[config.mk]
export PLATFORM = sky130hd
export DESIGN_NAME = sha256_byte_stream_hasher_flat
export DESIGN_NICKNAME = d
export VERILOG_FILES = /design/src/rtl/sha_pkg.sv /design/src/rtl/sha_ifs.sv /design/src/rtl/sha_front.sv /design/src/rtl/sha_queue.sv /design/src/rtl/sha_core.sv /design/src/rtl/sha256_byte_stream_hasher.sv /design/src/flat_wrapper.sv
export VERILOG_INCLUDE_DIRS = /design/src /design/src/rtl
export SDC_FILE = /design/constraint.sdc
export NUM_CORES = 2
export LEC_CHECK = 0
export ABC_AREA = 1
export BUFFER_PORTS_ARGS = -buffer_cell sky130_fd_sc_hd__buf_2
export CORE_ASPECT_RATIO = 0.5
export CORE_MARGIN = 5
export CORE_UTILIZATION = 45
export DETAILED_ROUTE_END_ITERATION = 16
export PLACE_DENSITY_LB_ADDON = 0.15
export SYNTH_ARGS = -nofsm -noshare
export SYNTH_HDL_FRONTEND = slang
export SYNTH_SLANG_ARGS = --single-unit
[constraint.sdc]
create_clock -name clock -period 39.4 [get_ports clock]
set_input_delay 3.94 -clock clock [delete_from_list [all_inputs] [get_ports clock]]
set_output_delay 3.94 -clock clock [all_outputs]
set_load 0.03 [all_outputs]
[src/rtl/assert_macros.svh]
// assertion macros for the rtl files that check themselves
// no dependencies; the checks compile away when SYNTHESIS is defined
`ifndef ASSERT_MACROS_SVH
`define ASSERT_MACROS_SVH

`ifndef SYNTHESIS
// clocked check, held off while reset is high
`define SHA_ASSERT(lbl, clk, rst, prop) \
   lbl: assert property (@(posedge clk) disable iff (rst) prop) \
      else $error("sha check failed");
// clocked check that also holds during reset
`define SHA_ASSERT_ALWAYS(lbl, clk, prop) \
   lbl: assert property (@(posedge clk) prop) \
      else $error("sha check failed");
`else
`define SHA_ASSERT(lbl, clk, rst, prop)
`define SHA_ASSERT_ALWAYS(lbl, clk, prop)
`endif

`endif

[src/rtl/sha_pkg.sv]
// shared types and constants of the sha-256 byte stream hasher
// no dependencies; imported by every module of the block
`timescale 1ns / 1ps

package sha_pkg;

   // input commands
   localparam logic CMD_ABSORB = 1'b0;
   localparam logic CMD_FINISH = 1'b1;

   localparam logic [7:0]  PAD_MARK     = 8'h80;
   localparam logic [63:0] BLOCK_BITS   = 64'd512;
   // length field starts at byte 56, i.e. word 14 of the block
   localparam logic [3:0]  LEN_WORD_POS = 4'd14;
   localparam logic [3:0]  LAST_WORD_POS = 4'd15;
   localparam logic [5:0]  LAST_ROUND   = 6'd63;
   localparam logic [2:0]  LAST_DIGEST  = 3'd7;

   localparam logic [31:0] ROUND_K [64] = '{
      32'h428a2f98, 32'h71374491, 32'hb5c0fbcf, 32'he9b5dba5,
      32'h3956c25b, 32'h59f111f1, 32'h923f82a4, 32'hab1c5ed5,
      32'hd807aa98, 32'h12835b01, 32'h243185be, 32'h550c7dc3,
      32'h72be5d74, 32'h80deb1fe, 32'h9bdc06a7, 32'hc19bf174,
      32'he49b69c1, 32'hefbe4786, 32'h0fc19dc6, 32'h240ca1cc,
      32'h2de92c6f, 32'h4a7484aa, 32'h5cb0a9dc, 32'h76f988da,
      32'h983e5152, 32'ha831c66d, 32'hb00327c8, 32'hbf597fc7,
      32'hc6e00bf3, 32'hd5a79147, 32'h06ca6351, 32'h14292967,
      32'h27b70a85, 32'h2e1b2138, 32'h4d2c6dfc, 32'h53380d13,
      32'h650a7354, 32'h766a0abb, 32'h81c2c92e, 32'h92722c85,
      32'ha2bfe8a1, 32'ha81a664b, 32'hc24b8b70, 32'hc76c51a3,
      32'hd192e819, 32'hd6990624, 32'hf40e3585, 32'h106aa070,
      32'h19a4c116, 32'h1e376c08, 32'h2748774c, 32'h34b0bcb5,
      32'h391c0cb3, 32'h4ed8aa4a, 32'h5b9cca4f, 32'h682e6ff3,
      32'h748f82ee, 32'h78a5636f, 32'h84c87814, 32'h8cc70208,
      32'h90befffa, 32'ha4506ceb, 32'hbef9a3f7, 32'hc67178f2
   };

   localparam logic [31:0] INIT_H [8] = '{
      32'h6a09e667, 32'hbb67ae85, 32'h3c6ef372, 32'ha54ff53a,
      32'h510e527f, 32'h9b05688c, 32'h1f83d9ab, 32'h5be0cd19
   };

   // one queue entry: a full message word, or the finish marker with the
   // partial word (bytes left-aligned) and how many bytes it holds
   typedef struct packed {
      logic        finish;
      logic [1:0]  nbytes;
      logic [31:0] word;
   } sha_qentry_type;

   typedef struct packed {
      logic full;
      logic empty;
   } sha_qstat_type;

   typedef enum logic [5:0] {
      ST_IDLE   = 6'b000001,
      ST_PAD    = 6'b000010,
      ST_LEN_LO = 6'b000100,
      ST_ROUND  = 6'b001000,
      ST_FOLD   = 6'b010000,
      ST_EMIT   = 6'b100000
   } sha_state_type;

   typedef enum logic [1:0] {
      BLK_DATA  = 2'd0,
      BLK_PAD   = 2'd1,
      BLK_FINAL = 2'd2
   } sha_block_type;

endpackage

[src/rtl/sha_ifs.sv]
// valid/ready channel interfaces of the hasher: request beats and digest beats
// no dependencies
`timescale 1ns / 1ps

interface sha_req_if;
   logic       valid;
   logic       ready;
   logic       command;
   logic [7:0] data_byte;
   modport source (output valid, command, data_byte, input ready);
   modport sink   (input valid, command, data_byte, output ready);
endinterface

interface sha_rsp_if;
   logic        valid;
   logic        ready;
   logic [31:0] digest_word;
   logic [2:0]  word_index;
   logic        last_word;
   modport source (output valid, digest_word, word_index, last_word, input ready);
   modport sink   (input valid, digest_word, word_index, last_word, output ready);
endinterface

[src/rtl/sha_front.sv]
// front end: accepts request beats and packs bytes into big-endian words
// depends on sha_pkg and sha_req_if
`timescale 1ns / 1ps

module sha_front
   import sha_pkg::*;
(
   input  logic           clock,
   input  logic           reset,
   sha_req_if.sink        req_chan,
   input  sha_qstat_type  q_stat,
   output logic           q_push,
   output sha_qentry_type q_entry
);

   logic [31:0] partial_ff, partial_in;
   logic [1:0]  idx_ff, idx_in;
   logic        accept;

   assign req_chan.ready = !q_stat.full;
   assign accept = req_chan.valid && req_chan.ready;

   always_comb begin
      partial_in = partial_ff;
      idx_in     = idx_ff;
      q_push     = 1'b0;
      q_entry    = '{finish: 1'b0, nbytes: 2'd0, word: 32'd0};
      if (accept) begin
         if (req_chan.command == CMD_FINISH) begin
            q_push     = 1'b1;
            q_entry    = '{finish: 1'b1, nbytes: idx_ff, word: partial_ff};
            partial_in = 32'd0;
            idx_in     = 2'd0;
         end else if (idx_ff == 2'd3) begin
            q_push     = 1'b1;
            q_entry    = '{finish: 1'b0, nbytes: 2'd0,
                           word: {partial_ff[31:8], req_chan.data_byte}};
            partial_in = 32'd0;
            idx_in     = 2'd0;
         end else begin
            // first byte lands in the top byte lane
            case (idx_ff)
               2'd0:    partial_in[31:24] = req_chan.data_byte;
               2'd1:    partial_in[23:16] = req_chan.data_byte;
               default: partial_in[15:8]  = req_chan.data_byte;
            endcase
            idx_in = idx_ff + 2'd1;
         end
      end
   end

   always_ff @(posedge clock) begin
      if (reset) begin
         idx_ff     <= 2'd0;
         partial_ff <= 32'd0;
      end else begin
         idx_ff     <= idx_in;
         partial_ff <= partial_in;
      end
   end

endmodule

[src/rtl/sha_queue.sv]
// word queue between the front end and the compression engine
// depends on sha_pkg
`timescale 1ns / 1ps

module sha_queue
   import sha_pkg::*;
#(
   parameter int DEPTH = 16
) (
   input  logic           clock,
   input  logic           reset,
   input  logic           push,
   input  sha_qentry_type push_entry,
   input  logic           pop,
   output sha_qentry_type head,
   output sha_qstat_type  stat
);

   localparam int PTR_W = (DEPTH > 1) ? $clog2(DEPTH) : 1;
   localparam int CNT_W = $clog2(DEPTH + 1);

   sha_qentry_type slots_ff [DEPTH];
   logic [PTR_W-1:0] wr_ff, wr_in, rd_ff, rd_in;
   logic [CNT_W-1:0] fill_ff, fill_in;

   assign head       = slots_ff[rd_ff];
   assign stat.full  = (fill_ff == CNT_W'(DEPTH));
   assign stat.empty = (fill_ff == '0);

   always_comb begin
      wr_in   = wr_ff;
      rd_in   = rd_ff;
      fill_in = fill_ff;
      if (push) begin
         wr_in = (wr_ff == PTR_W'(DEPTH - 1)) ? '0 : wr_ff + 1'b1;
      end
      if (pop) begin
         rd_in = (rd_ff == PTR_W'(DEPTH - 1)) ? '0 : rd_ff + 1'b1;
      end
      case ({push, pop})
         2'b10:   fill_in = fill_ff + 1'b1;
         2'b01:   fill_in = fill_ff - 1'b1;
         default: fill_in = fill_ff;
      endcase
   end

   always_ff @(posedge clock) begin
      if (push) begin
         slots_ff[wr_ff] <= push_entry;
      end
   end

   always_ff @(posedge clock) begin
      if (reset) begin
         wr_ff   <= '0;
         rd_ff   <= '0;
         fill_ff <= '0;
      end else begin
         wr_ff   <= wr_in;
         rd_ff   <= rd_in;
         fill_ff <= fill_in;
      end
   end

endmodule

[src/rtl/sha_core.sv]
// back end: block window, padding, 64-round compression and digest output
// depends on sha_pkg and sha_rsp_if
`timescale 1ns / 1ps

module sha_core
   import sha_pkg::*;
(
   input  logic           clock,
   input  logic           reset,
   input  sha_qentry_type q_head,
   input  sha_qstat_type  q_stat,
   output logic           q_pop,
   sha_rsp_if.source      rsp_chan
);

   function automatic logic [31:0] rotr(input logic [31:0] x, input int unsigned n);
      return (x >> n) | (x << (32 - n));
   endfunction

   sha_state_type state_ff, state_in;
   sha_block_type kind_ff, kind_in;
   logic [3:0]  cnt_ff, cnt_in;
   logic [5:0]  round_ff, round_in;
   logic [2:0]  emit_ff, emit_in;
   logic [63:0] bits_ff, bits_in;
   logic [63:0] len_ff, len_in;
   logic [31:0] h_ff [8];
   logic [31:0] h_in [8];
   logic [31:0] v_ff [8];
   logic [31:0] v_in [8];
   logic [31:0] w_ff [16];
   logic [31:0] w_in [16];
   logic        rsp_valid_ff, rsp_valid_in;
   logic [31:0] rsp_word_ff, rsp_word_in;
   logic [2:0]  rsp_index_ff, rsp_index_in;
   logic        rsp_last_ff, rsp_last_in;

   logic        shift_en;
   logic [31:0] shift_word;
   logic [31:0] pad_word;
   logic [63:0] total_bits;
   logic [31:0] sched_new;
   logic [31:0] t1, t2, big0, big1, choose, major;

   assign rsp_chan.valid       = rsp_valid_ff;
   assign rsp_chan.digest_word = rsp_word_ff;
   assign rsp_chan.word_index  = rsp_index_ff;
   assign rsp_chan.last_word   = rsp_last_ff;

   // pad marker goes right after the buffered bytes of the partial word
   always_comb begin
      pad_word = q_head.word;
      case (q_head.nbytes)
         2'd0:    pad_word[31:24] = PAD_MARK;
         2'd1:    pad_word[23:16] = PAD_MARK;
         2'd2:    pad_word[15:8]  = PAD_MARK;
         default: pad_word[7:0]   = PAD_MARK;
      endcase
      total_bits = bits_ff + {55'd0, cnt_ff, q_head.nbytes, 3'b000};
   end

   // schedule word sixteen ahead of the current one
   assign sched_new = (rotr(w_ff[14], 17) ^ rotr(w_ff[14], 19) ^ (w_ff[14] >> 10))
                    + w_ff[9]
                    + (rotr(w_ff[1], 7) ^ rotr(w_ff[1], 18) ^ (w_ff[1] >> 3))
                    + w_ff[0];

   // one round
   always_comb begin
      big1   = rotr(v_ff[4], 6) ^ rotr(v_ff[4], 11) ^ rotr(v_ff[4], 25);
      choose = (v_ff[4] & v_ff[5]) ^ (~v_ff[4] & v_ff[6]);
      t1     = v_ff[7] + big1 + choose + ROUND_K[round_ff] + w_ff[0];
      big0   = rotr(v_ff[0], 2) ^ rotr(v_ff[0], 13) ^ rotr(v_ff[0], 22);
      major  = (v_ff[0] & v_ff[1]) ^ (v_ff[0] & v_ff[2]) ^ (v_ff[1] & v_ff[2]);
      t2     = big0 + major;
   end

   always_comb begin
      state_in     = state_ff;
      kind_in      = kind_ff;
      cnt_in       = cnt_ff;
      round_in     = round_ff;
      emit_in      = emit_ff;
      bits_in      = bits_ff;
      len_in       = len_ff;
      h_in         = h_ff;
      v_in         = v_ff;
      rsp_word_in  = rsp_word_ff;
      rsp_index_in = rsp_index_ff;
      rsp_last_in  = rsp_last_ff;
      rsp_valid_in = rsp_valid_ff && !rsp_chan.ready;
      q_pop        = 1'b0;
      shift_en     = 1'b0;
      shift_word   = 32'd0;

      unique case (state_ff)
         ST_IDLE: begin
            if (!q_stat.empty) begin
               q_pop    = 1'b1;
               shift_en = 1'b1;
               cnt_in   = cnt_ff + 4'd1;
               if (q_head.finish) begin
                  shift_word = pad_word;
                  len_in     = total_bits;
                  kind_in    = BLK_PAD;
                  state_in   = ST_PAD;
               end else begin
                  shift_word = q_head.word;
                  kind_in    = BLK_DATA;
               end
               if (cnt_ff == LAST_WORD_POS) begin
                  state_in = ST_ROUND;
                  round_in = 6'd0;
                  v_in     = h_ff;
               end
            end
         end
         ST_PAD: begin
            shift_en = 1'b1;
            cnt_in   = cnt_ff + 4'd1;
            if (cnt_ff == LEN_WORD_POS) begin
               shift_word = len_ff[63:32];
               state_in   = ST_LEN_LO;
            end else if (cnt_ff == LAST_WORD_POS) begin
               // length did not fit: compress this block and pad another
               kind_in  = BLK_PAD;
               state_in = ST_ROUND;
               round_in = 6'd0;
               v_in     = h_ff;
            end
         end
         ST_LEN_LO: begin
            shift_en   = 1'b1;
            shift_word = len_ff[31:0];
            cnt_in     = cnt_ff + 4'd1;
            kind_in    = BLK_FINAL;
            state_in   = ST_ROUND;
            round_in   = 6'd0;
            v_in       = h_ff;
         end
         ST_ROUND: begin
            shift_en   = 1'b1;
            shift_word = sched_new;
            v_in[7] = v_ff[6];
            v_in[6] = v_ff[5];
            v_in[5] = v_ff[4];
            v_in[4] = v_ff[3] + t1;
            v_in[3] = v_ff[2];
            v_in[2] = v_ff[1];
            v_in[1] = v_ff[0];
            v_in[0] = t1 + t2;
            round_in = round_ff + 6'd1;
            if (round_ff == LAST_ROUND) begin
               state_in = ST_FOLD;
            end
         end
         ST_FOLD: begin
            for (int i = 0; i < 8; i++) begin
               h_in[i] = h_ff[i] + v_ff[i];
            end
            unique case (kind_ff)
               BLK_DATA: begin
                  bits_in  = bits_ff + BLOCK_BITS;
                  state_in = ST_IDLE;
               end
               BLK_PAD: begin
                  state_in = ST_PAD;
               end
               BLK_FINAL: begin
                  emit_in  = 3'd0;
                  state_in = ST_EMIT;
               end
               default: begin
                  state_in = ST_IDLE;
               end
            endcase
         end
         ST_EMIT: begin
            if (!rsp_valid_ff || rsp_chan.ready) begin
               rsp_valid_in = 1'b1;
               rsp_word_in  = h_ff[0];
               rsp_index_in = emit_ff;
               rsp_last_in  = (emit_ff == LAST_DIGEST);
               for (int i = 0; i < 7; i++) begin
                  h_in[i] = h_ff[i + 1];
               end
               emit_in = emit_ff + 3'd1;
               if (emit_ff == LAST_DIGEST) begin
                  h_in     = INIT_H;
                  bits_in  = 64'd0;
                  state_in = ST_IDLE;
               end
            end
         end
         default: begin
            state_in = ST_IDLE;
         end
      endcase
   end

   // message window: word 0 is the oldest
   always_comb begin
      w_in = w_ff;
      if (shift_en) begin
         for (int i = 0; i < 15; i++) begin
            w_in[i] = w_ff[i + 1];
         end
         w_in[15] = shift_word;
      end
   end

   always_ff @(posedge clock) begin
      v_ff         <= v_in;
      w_ff         <= w_in;
      round_ff     <= round_in;
      emit_ff      <= emit_in;
      kind_ff      <= kind_in;
      len_ff       <= len_in;
      rsp_word_ff  <= rsp_word_in;
      rsp_index_ff <= rsp_index_in;
      rsp_last_ff  <= rsp_last_in;
   end

   always_ff @(posedge clock) begin
      if (reset) begin
         state_ff     <= ST_IDLE;
         cnt_ff       <= 4'd0;
         bits_ff      <= 64'd0;
         h_ff         <= INIT_H;
         rsp_valid_ff <= 1'b0;
      end else begin
         state_ff     <= state_in;
         cnt_ff       <= cnt_in;
         bits_ff      <= bits_in;
         h_ff         <= h_in;
         rsp_valid_ff <= rsp_valid_in;
      end
   end

endmodule

[src/rtl/sha256_byte_stream_hasher.sv]
// sha-256 over a byte stream
// channels:
//   req_chan carries one beat per message byte (command absorb) or one
//   finish beat that closes the message; a beat is taken when valid and
//   ready are both high
//   rsp_chan returns the digest as eight 32-bit beats, word_index 0 first,
//   big-endian words, last_word set on the eighth
// timing:
//   bytes enter at one per cycle while req ready is high; every fourth byte
//   becomes a word in a queue of QUEUE_DEPTH words, so intake goes on while
//   a block is compressed; the engine loads the 16 words of a block, runs 64
//   rounds and a fold, and when bytes keep coming it is the engine that sets the rate
//   a finish beat adds padding and length words up to the end of the final block, one or
//   two compressions, then eight output beats at one per cycle while rsp ready is high
// reset: synchronous, active high; chaining words return to the initial
//   vector, bit count and buffered bytes go to zero, queue is emptied
// stall: a stalled receiver holds the current digest beat in the output
//   register; the engine waits there, the queue fills and then req ready
//   drops until space frees up
// depends on sha_pkg, sha_ifs, sha_front, sha_queue, sha_core and assert_macros.svh
`timescale 1ns / 1ps
`include "assert_macros.svh"

module sha256_byte_stream_hasher
   import sha_pkg::*;
#(
   parameter int QUEUE_DEPTH = 16
) (
   input  logic      clock,
   input  logic      reset,
   sha_req_if.sink   req_chan,
   sha_rsp_if.source rsp_chan
);

   // front to queue
   logic           q_push;
   sha_qentry_type q_entry;
   // queue to back end
   logic           q_pop;
   sha_qentry_type q_head;
   sha_qstat_type  q_stat;
   // expected last_word flag of the beat on offer
   logic           last_expect;

   // packs bytes into words, marks the finish beat
   sha_front u_front (
      .clock    (clock),
      .reset    (reset),
      .req_chan (req_chan),
      .q_stat   (q_stat),
      .q_push   (q_push),
      .q_entry  (q_entry)
   );

   // decouples byte intake from compression
   sha_queue #(
      .DEPTH (QUEUE_DEPTH)
   ) u_queue (
      .clock      (clock),
      .reset      (reset),
      .push       (q_push),
      .push_entry (q_entry),
      .pop        (q_pop),
      .head       (q_head),
      .stat       (q_stat)
   );

   // padding, rounds and digest beats
   sha_core u_core (
      .clock    (clock),
      .reset    (reset),
      .q_head   (q_head),
      .q_stat   (q_stat),
      .q_pop    (q_pop),
      .rsp_chan (rsp_chan)
   );

   assign last_expect = (rsp_chan.word_index == LAST_DIGEST);

   // queue must never overflow or underflow
   `SHA_ASSERT(a_no_push_full, clock, reset, q_push |-> !q_stat.full)
   `SHA_ASSERT(a_no_pop_empty, clock, reset, q_pop |-> !q_stat.empty)
   // last_word marks exactly the eighth digest beat
   `SHA_ASSERT(a_last_flag, clock, reset, rsp_chan.valid |-> rsp_chan.last_word == last_expect)

endmodule

[src/flat_wrapper.sv]
// flat-port wrapper written by rule: the top's interface ports become plain ports
module sha256_byte_stream_hasher_flat import sha_pkg::*;
#(
   parameter int QUEUE_DEPTH = 16
)
  (clock, reset, req_chan_valid, req_chan_command, req_chan_data_byte, req_chan_ready, rsp_chan_valid, rsp_chan_digest_word, rsp_chan_word_index, rsp_chan_last_word, rsp_chan_ready);
  sha_req_if req_chan_i ();
  sha_rsp_if rsp_chan_i ();
  input  logic clock;
  input  logic reset;
  input wire logic [$bits(req_chan_i.valid)-1:0] req_chan_valid;
  input wire logic [$bits(req_chan_i.command)-1:0] req_chan_command;
  input wire logic [$bits(req_chan_i.data_byte)-1:0] req_chan_data_byte;
  output wire logic [$bits(req_chan_i.ready)-1:0] req_chan_ready;
  output wire logic [$bits(rsp_chan_i.valid)-1:0] rsp_chan_valid;
  output wire logic [$bits(rsp_chan_i.digest_word)-1:0] rsp_chan_digest_word;
  output wire logic [$bits(rsp_chan_i.word_index)-1:0] rsp_chan_word_index;
  output wire logic [$bits(rsp_chan_i.last_word)-1:0] rsp_chan_last_word;
  input wire logic [$bits(rsp_chan_i.ready)-1:0] rsp_chan_ready;
  assign req_chan_i.valid = req_chan_valid;
  assign req_chan_i.command = req_chan_command;
  assign req_chan_i.data_byte = req_chan_data_byte;
  assign req_chan_ready = req_chan_i.ready;
  assign rsp_chan_valid = rsp_chan_i.valid;
  assign rsp_chan_digest_word = rsp_chan_i.digest_word;
  assign rsp_chan_word_index = rsp_chan_i.word_index;
  assign rsp_chan_last_word = rsp_chan_i.last_word;
  assign rsp_chan_i.ready = rsp_chan_ready;
  sha256_byte_stream_hasher #(.QUEUE_DEPTH(QUEUE_DEPTH)) u_core (.clock(clock), .reset(reset), .req_chan(req_chan_i), .rsp_chan(rsp_chan_i));
endmodule
Yosys cells after proc, flatten, opt, wreduce, memory -nomap -nowiden
Memories as Yosys holds them, arrays and structs flattened. A register that Yosys moved wholly into a read port is not among the register bits.
Index checks and enable logic that the tools add are counted.
{"block": "classes", "addsub": 28, "magnitude_cmp": 1, "eq_ne": 32, "mux": 71, "bitwise_logic": 29, "n_reduce_logical": 36}
{"op": "$mux W256", "n": 5}
{"op": "$pmux W256 S4", "n": 1}
{"op": "$add A32 B32 Y32", "n": 18}
{"op": "$pmux W256 S2", "n": 1}
{"op": "$xor A32 B32 Y32", "n": 9}
{"op": "$mux W32", "n": 7}
{"op": "$mux W64", "n": 3}
{"op": "$and A32 B32 Y32", "n": 5}
{"op": "$pmux W32 S4", "n": 1}
{"op": "$pmux W64 S2", "n": 1}
{"op": "$mux W35", "n": 2}
{"op": "$mux W6", "n": 11}
{"op": "$add A64 B10 Y64 const B", "n": 1}
{"op": "$add A64 B9 Y64", "n": 1}
{"op": "$mux W8", "n": 8}
{"op": "$pmux W6 S6", "n": 1}
{"op": "$not A32 Y32", "n": 1}
{"op": "$or A10 B32 Y32", "n": 1}
{"op": "$or A13 B32 Y32", "n": 1}
{"op": "$or A14 B32 Y32", "n": 1}
{"op": "$or A15 B32 Y32", "n": 1}
{"op": "$or A19 B32 Y32", "n": 1}
{"op": "$or A21 B32 Y32", "n": 1}
{"op": "$or A25 B32 Y32", "n": 1}
{"op": "55 further kinds", "n": 114}
{"block": "word_totals", "ff_bits": 1257, "ram_bits": 560, "romBits": 2048, "in_bits": 13, "out_inout_bits": 38, "mem_count": 2}
{"name": "(no name shown)", "words": 64, "word_bits": 32, "rd": 1, "rd_clocked_by_memory_dff": 0, "write_ports": 0, "line_no": "sha_core.sv:72", "rtl": "t1 = v_ff[7] + big1 + choose + ROUND_K[round_ff] + w_ff[0];"}
{"name": "u_core.u_queue.slots_ff", "words": 16, "word_bits": 35, "rd": 1, "rd_clocked_by_memory_dff": 1, "write_ports": 1, "line_no": "sha_queue.sv:22", "rtl": "sha_qentry_type slots_ff [DEPTH];"}

Longest topological paths before layout
{"block": "logic_depth", "depth_word": 9, "mapped_depth": 40}

Modules after synthesis
A second synthesis with hierarchy kept.
{"block": "unflattened", "cells_unflattened": 11413, "hier_area_um2": 102535.8}
{"mod": "sha_core", "instances": 1, "cells_each": 9306, "area_each_um2": 77576.9, "seq_area_each_um2": 32751.4}
{"mod": "sha_queue", "instances": 1, "cells_each": 1899, "area_each_um2": 23568.9, "seq_area_each_um2": 17156.5}
{"mod": "sha_front", "instances": 1, "cells_each": 208, "area_each_um2": 1390.1, "seq_area_each_um2": 520.5}

Worst setup path before layout
No wires, ideal clock.
{"block": "synth_timing", "path_kind": "reg-to-reg", "start": "register u_core.u_core.state_ff[0]", "end": "register u_core.u_core.round_ff[0] (enable)", "t_arrival_ps": 25867, "path_slack_ps": 12008, "path_stages_with_launch": 7, "path_buffers": 1, "path_cell_list": "dfxtp_1 > nor2_2 > nand4_1 > clkinv_1 > clkbuf_1 > nor3_1 > nor4_1"}
{"block": "synth_between", "elab_chain_len": 3, "elab_cells_between_ends": 8}
{"item": "from (decl)", "line_no": "sha_core.sv:20", "rtl": "sha_state_type state_ff, state_in;"}
{"item": "from (signal assigned)", "line_no": "sha_core.sv:232", "rtl": "state_ff <= state_in;"}
{"item": "$eq A6 B4 Y1 (tied with other cells)", "line_no": "sha_core.sv:96", "rtl": "unique case (state_ff)"}
{"item": "$reduce_bool A4 Y1 (no source line) or $ne A2 B2 Y1 (tied branches)"}
{"item": "$reduce_and A3 Y1 (no source line) (*)"}
{"item": "to (signal assigned)", "line_no": "sha_core.sv:215", "rtl": "round_ff <= round_in;"}
{"item": "to (decl)", "line_no": "sha_core.sv:23", "rtl": "logic [5:0] round_ff, round_in;"}
Every way passes the cells marked *; elsewhere a longest branch is shown, timed or not.
A chain may end at the register's enable or synchronous reset.

==> results.json <==
{
  "status": "complete, no violations",
  "max_freq_mhz": 116,
  "drive_above_1_share_pct": 4.75,
  "syn_nets": 11859,
  "vias": 83272,
  "grt_pass1_wl_microns": 534000,
  "tns_ps": 0,
  "syn_inst": 11231,
  "ff2ff_setup_slack_ps": 30800,
  "startpoint_type": "flip-flop",
  "maxSlewViolCount": 0,
  "antenna_left": 0,
  "htree_levels": 4,
  "cts.sinks": 1801,
  "crit_fanout": 15,
  "nets": 11753,
  "grt_setup_unrepaired": "no",
  "post-place-ws_ps": 31230,
  "path_buf_inv": 4,
  "synth_edf_count": 1436,
  "tightest_slew_ps": 1390,
  "hold_path.startpoint": "u_core.u_core.w_ff[11]",
  "synth_seq_cells": 1801,
  "place_congestion": 1.03,
  "port_buffers": 50,
  "grt_overflow_total": 0,
  "cts_resized": 0,
  "worstSetupEndpointType": "flip-flop",
  "die_x_microns": 682,
  "cp-startpoint": "u_core.u_core.round_ff[0]",
  "post-dp-hpwl_microns": 265000,
  "setup_slack_ps": 30800,
  "wl_per_cell_microns": 25.9,
  "post_cts_buffers": 0,
  "syn_avg_cell_area_sq_um": 9.04,
  "cp.required_ps": 39920,
  "skew_ps": 82.1,
  "async_flop_share_pct": 0,
  "numCtsBuffers": 175,
  "min_period_ps": 8600,
  "vias_per_cell": 5.84,
  "clk_pin_slew_ps": 70,
  "die-area_sq_um": 236000,
  "grt_pass1_vias": 77534,
  "track_usage_pct": 30.4,
  "core_region_area_sq_um": 225000,
  "start_util_pct": 45.2,
  "die_h_microns": 346,
  "r2r-start": "u_core.u_core.round_ff[0]",
  "hold_viol_final": 0,
  "dr.pass1.iters": 6,
  "syn2layout_area_growth_pct": 8.99,
  "syn_area_sq_um": 101000,
  "crit_slowest_cell": "edfxtp_1",
  "drc": 0,
  "critPathTopFamily": "compound AO/OA/AOI/OAI gates",
  "synth_seq_area_share_pct": 49.7,
  "antenna_found_initial": 6,
  "drtIter0Drc": 10205,
  "clk_path_buf_depth": 4,
  "synthFlopType": "edfxtp_1",
  "clkLatencyLatePin_ps": 860,
  "root_buffer": "clkbuf_16",
  "max_stage_delay_ps": 710,
  "max_cap_viol_count": 0,
  "slew-limit-headroom_pct": 6.22,
  "wl_microns": 369000,
  "critical_path_class": "reg -> reg",
  "hold_class": "reg -> reg",
  "synth_cell_types": 61,
  "final_cell_mix": "nand2_1 (2,324), edfxtp_1 (1,436), inv_1 (1,279)",
  "final.fill_count": 21308,
  "period_share_pct": 21.8,
  "rows": 123,
  "final_common_cell": "nand2_1",
  "synth_warnings": 0,
  "grt_max_degree": 207,
  "cts_tree": "done",
  "cts_hold_buf": 0,
  "setup_viol": 0,
  "io-pin-count": 51,
  "cp.arrival_ps": 9120
}
## through the flow
stage	hold slack, ps	area (sq um)	cells	util [%]
after global placement	400	105000	13948	46.7
final	380	111000	14265	49.3
after detailed placement	405	105000	13948	46.7
after floorplan	400	101000	11231	-
after CTS	384	111000	14263	49.3
after global routing	406	111000	14263	49.3
## per-layer routing
metal  track usage (%)  wire length (microns)  up-vias
li1                  -                      -    38402
met1              44.6                 163000    40428
met2              45.3                 158000     3798
met3              6.48                  36100      636
met4              8.49                  11700        8
met5                 0                     53        -
## worst reg2reg max path, delay by kind of cell, from the launching register on
family / cells / cell delay (ps)
AND/OR/NAND/NOR: 6 / 1450
XOR/XNOR: 2 / 890
AO/OA/AOI/OAI: 9 / 2300
adder cells (fa/ha/maj): 5 / 2210
buffers and inverters: 4 / 730
flip-flops: 1 / 710
## kinds of logic (layout without fill, tap and decap cells)
logic type / count (synthesis) / after routing / synth area share (%)
flops: 1801 / 1801 / 49.7
fa+ha+maj: 615 / 615 / 9.05
other cells: 1 / 3 / 0.00370
buf+inv: 1749 / 1781 / 6.50
xor+xnor: 417 / 417 / 3.60
simple gates: 4001 / 4001 / 16.3
compound gates: 2647 / 2647 / 14.9
## path summary, 6_finish.rpt
kind,endpoint,depth (start not counted)
max,u_core.u_core.v_ff[254],26
max reg2reg,u_core.u_core.v_ff[254],26
min,u_core.u_core.w_ff[43],0
min reg2reg,u_core.u_core.w_ff[43],0
## synthesized netlist by cell type (all sizes together) (84+ instances only)
master / n / area share [%]
nand2: 2329 / 8.6
edfxtp: 1436 / 42
inv: 1288 / 4.8
a21oi: 1068 / 5.3
o21ai: 910 / 4.5
nor2: 785 / 2.9
nand3: 531 / 2.6
ha: 417 / 5.1
clkbuf: 383 / 1.4
dfxtp: 365 / 7.2
xor2: 248 / 2.1
fa: 198 / 3.9
xnor2: 169 / 1.5
nand4: 130 / 0.82
nor3: 124 / 0.61
a31oi: 90 / 0.55
o211ai: 84 / 0.62
## area by class of cell
| cell class | count | area, sq um | share of cell area, % |
|---|---|---|---|
| Clock inverter | 95 | 987 | 0.893 |
| Sequential cell | 1801 | 50400 | 45.6 |
| Multi-Input combinational cell | 7681 | 44600 | 40.4 |
| Clock buffer | 220 | 4670 | 4.22 |
| Inverter | 1295 | 4890 | 4.42 |
| Tap cell | 3000 | 3750 | 3.39 |
| Timing Repair Buffer | 171 | 1210 | 1.09 |
| Antenna cell | 2 | 5.00 | 0.00452 |
## flip-flops by register name, summed over array words and instances (netlist names), named ones only
name,count
u_core.u_core.cnt_ff,4
u_core.u_core.h_ff,256
u_core.u_core.state_ff,6
u_core.u_core.len_ff,61
u_core.u_front.partial_ff,24
u_core.u_core.kind_ff,2
u_core.u_core.round_ff,6
u_core.u_queue.wr_ff,4
u_core.u_front.idx_ff,2
u_core.u_queue.fill_ff,5
u_core.u_core.v_ff,256
u_core.u_core.rsp_chan.word_index,3
u_core.u_core.rsp_chan.digest_word,32
u_core.u_core.emit_ff,3
u_core.u_queue.slots_ff,560
u_core.u_core.w_ff,512
u_core.u_core.rsp_chan.last_word,1
u_core.u_core.rsp_chan.valid,1
u_core.u_queue.rd_ff,4
u_core.u_core.bits_ff,55
Power is not shown: default switching activity piles up to over one toggle a cycle in this logic, so the estimate is an artifact.
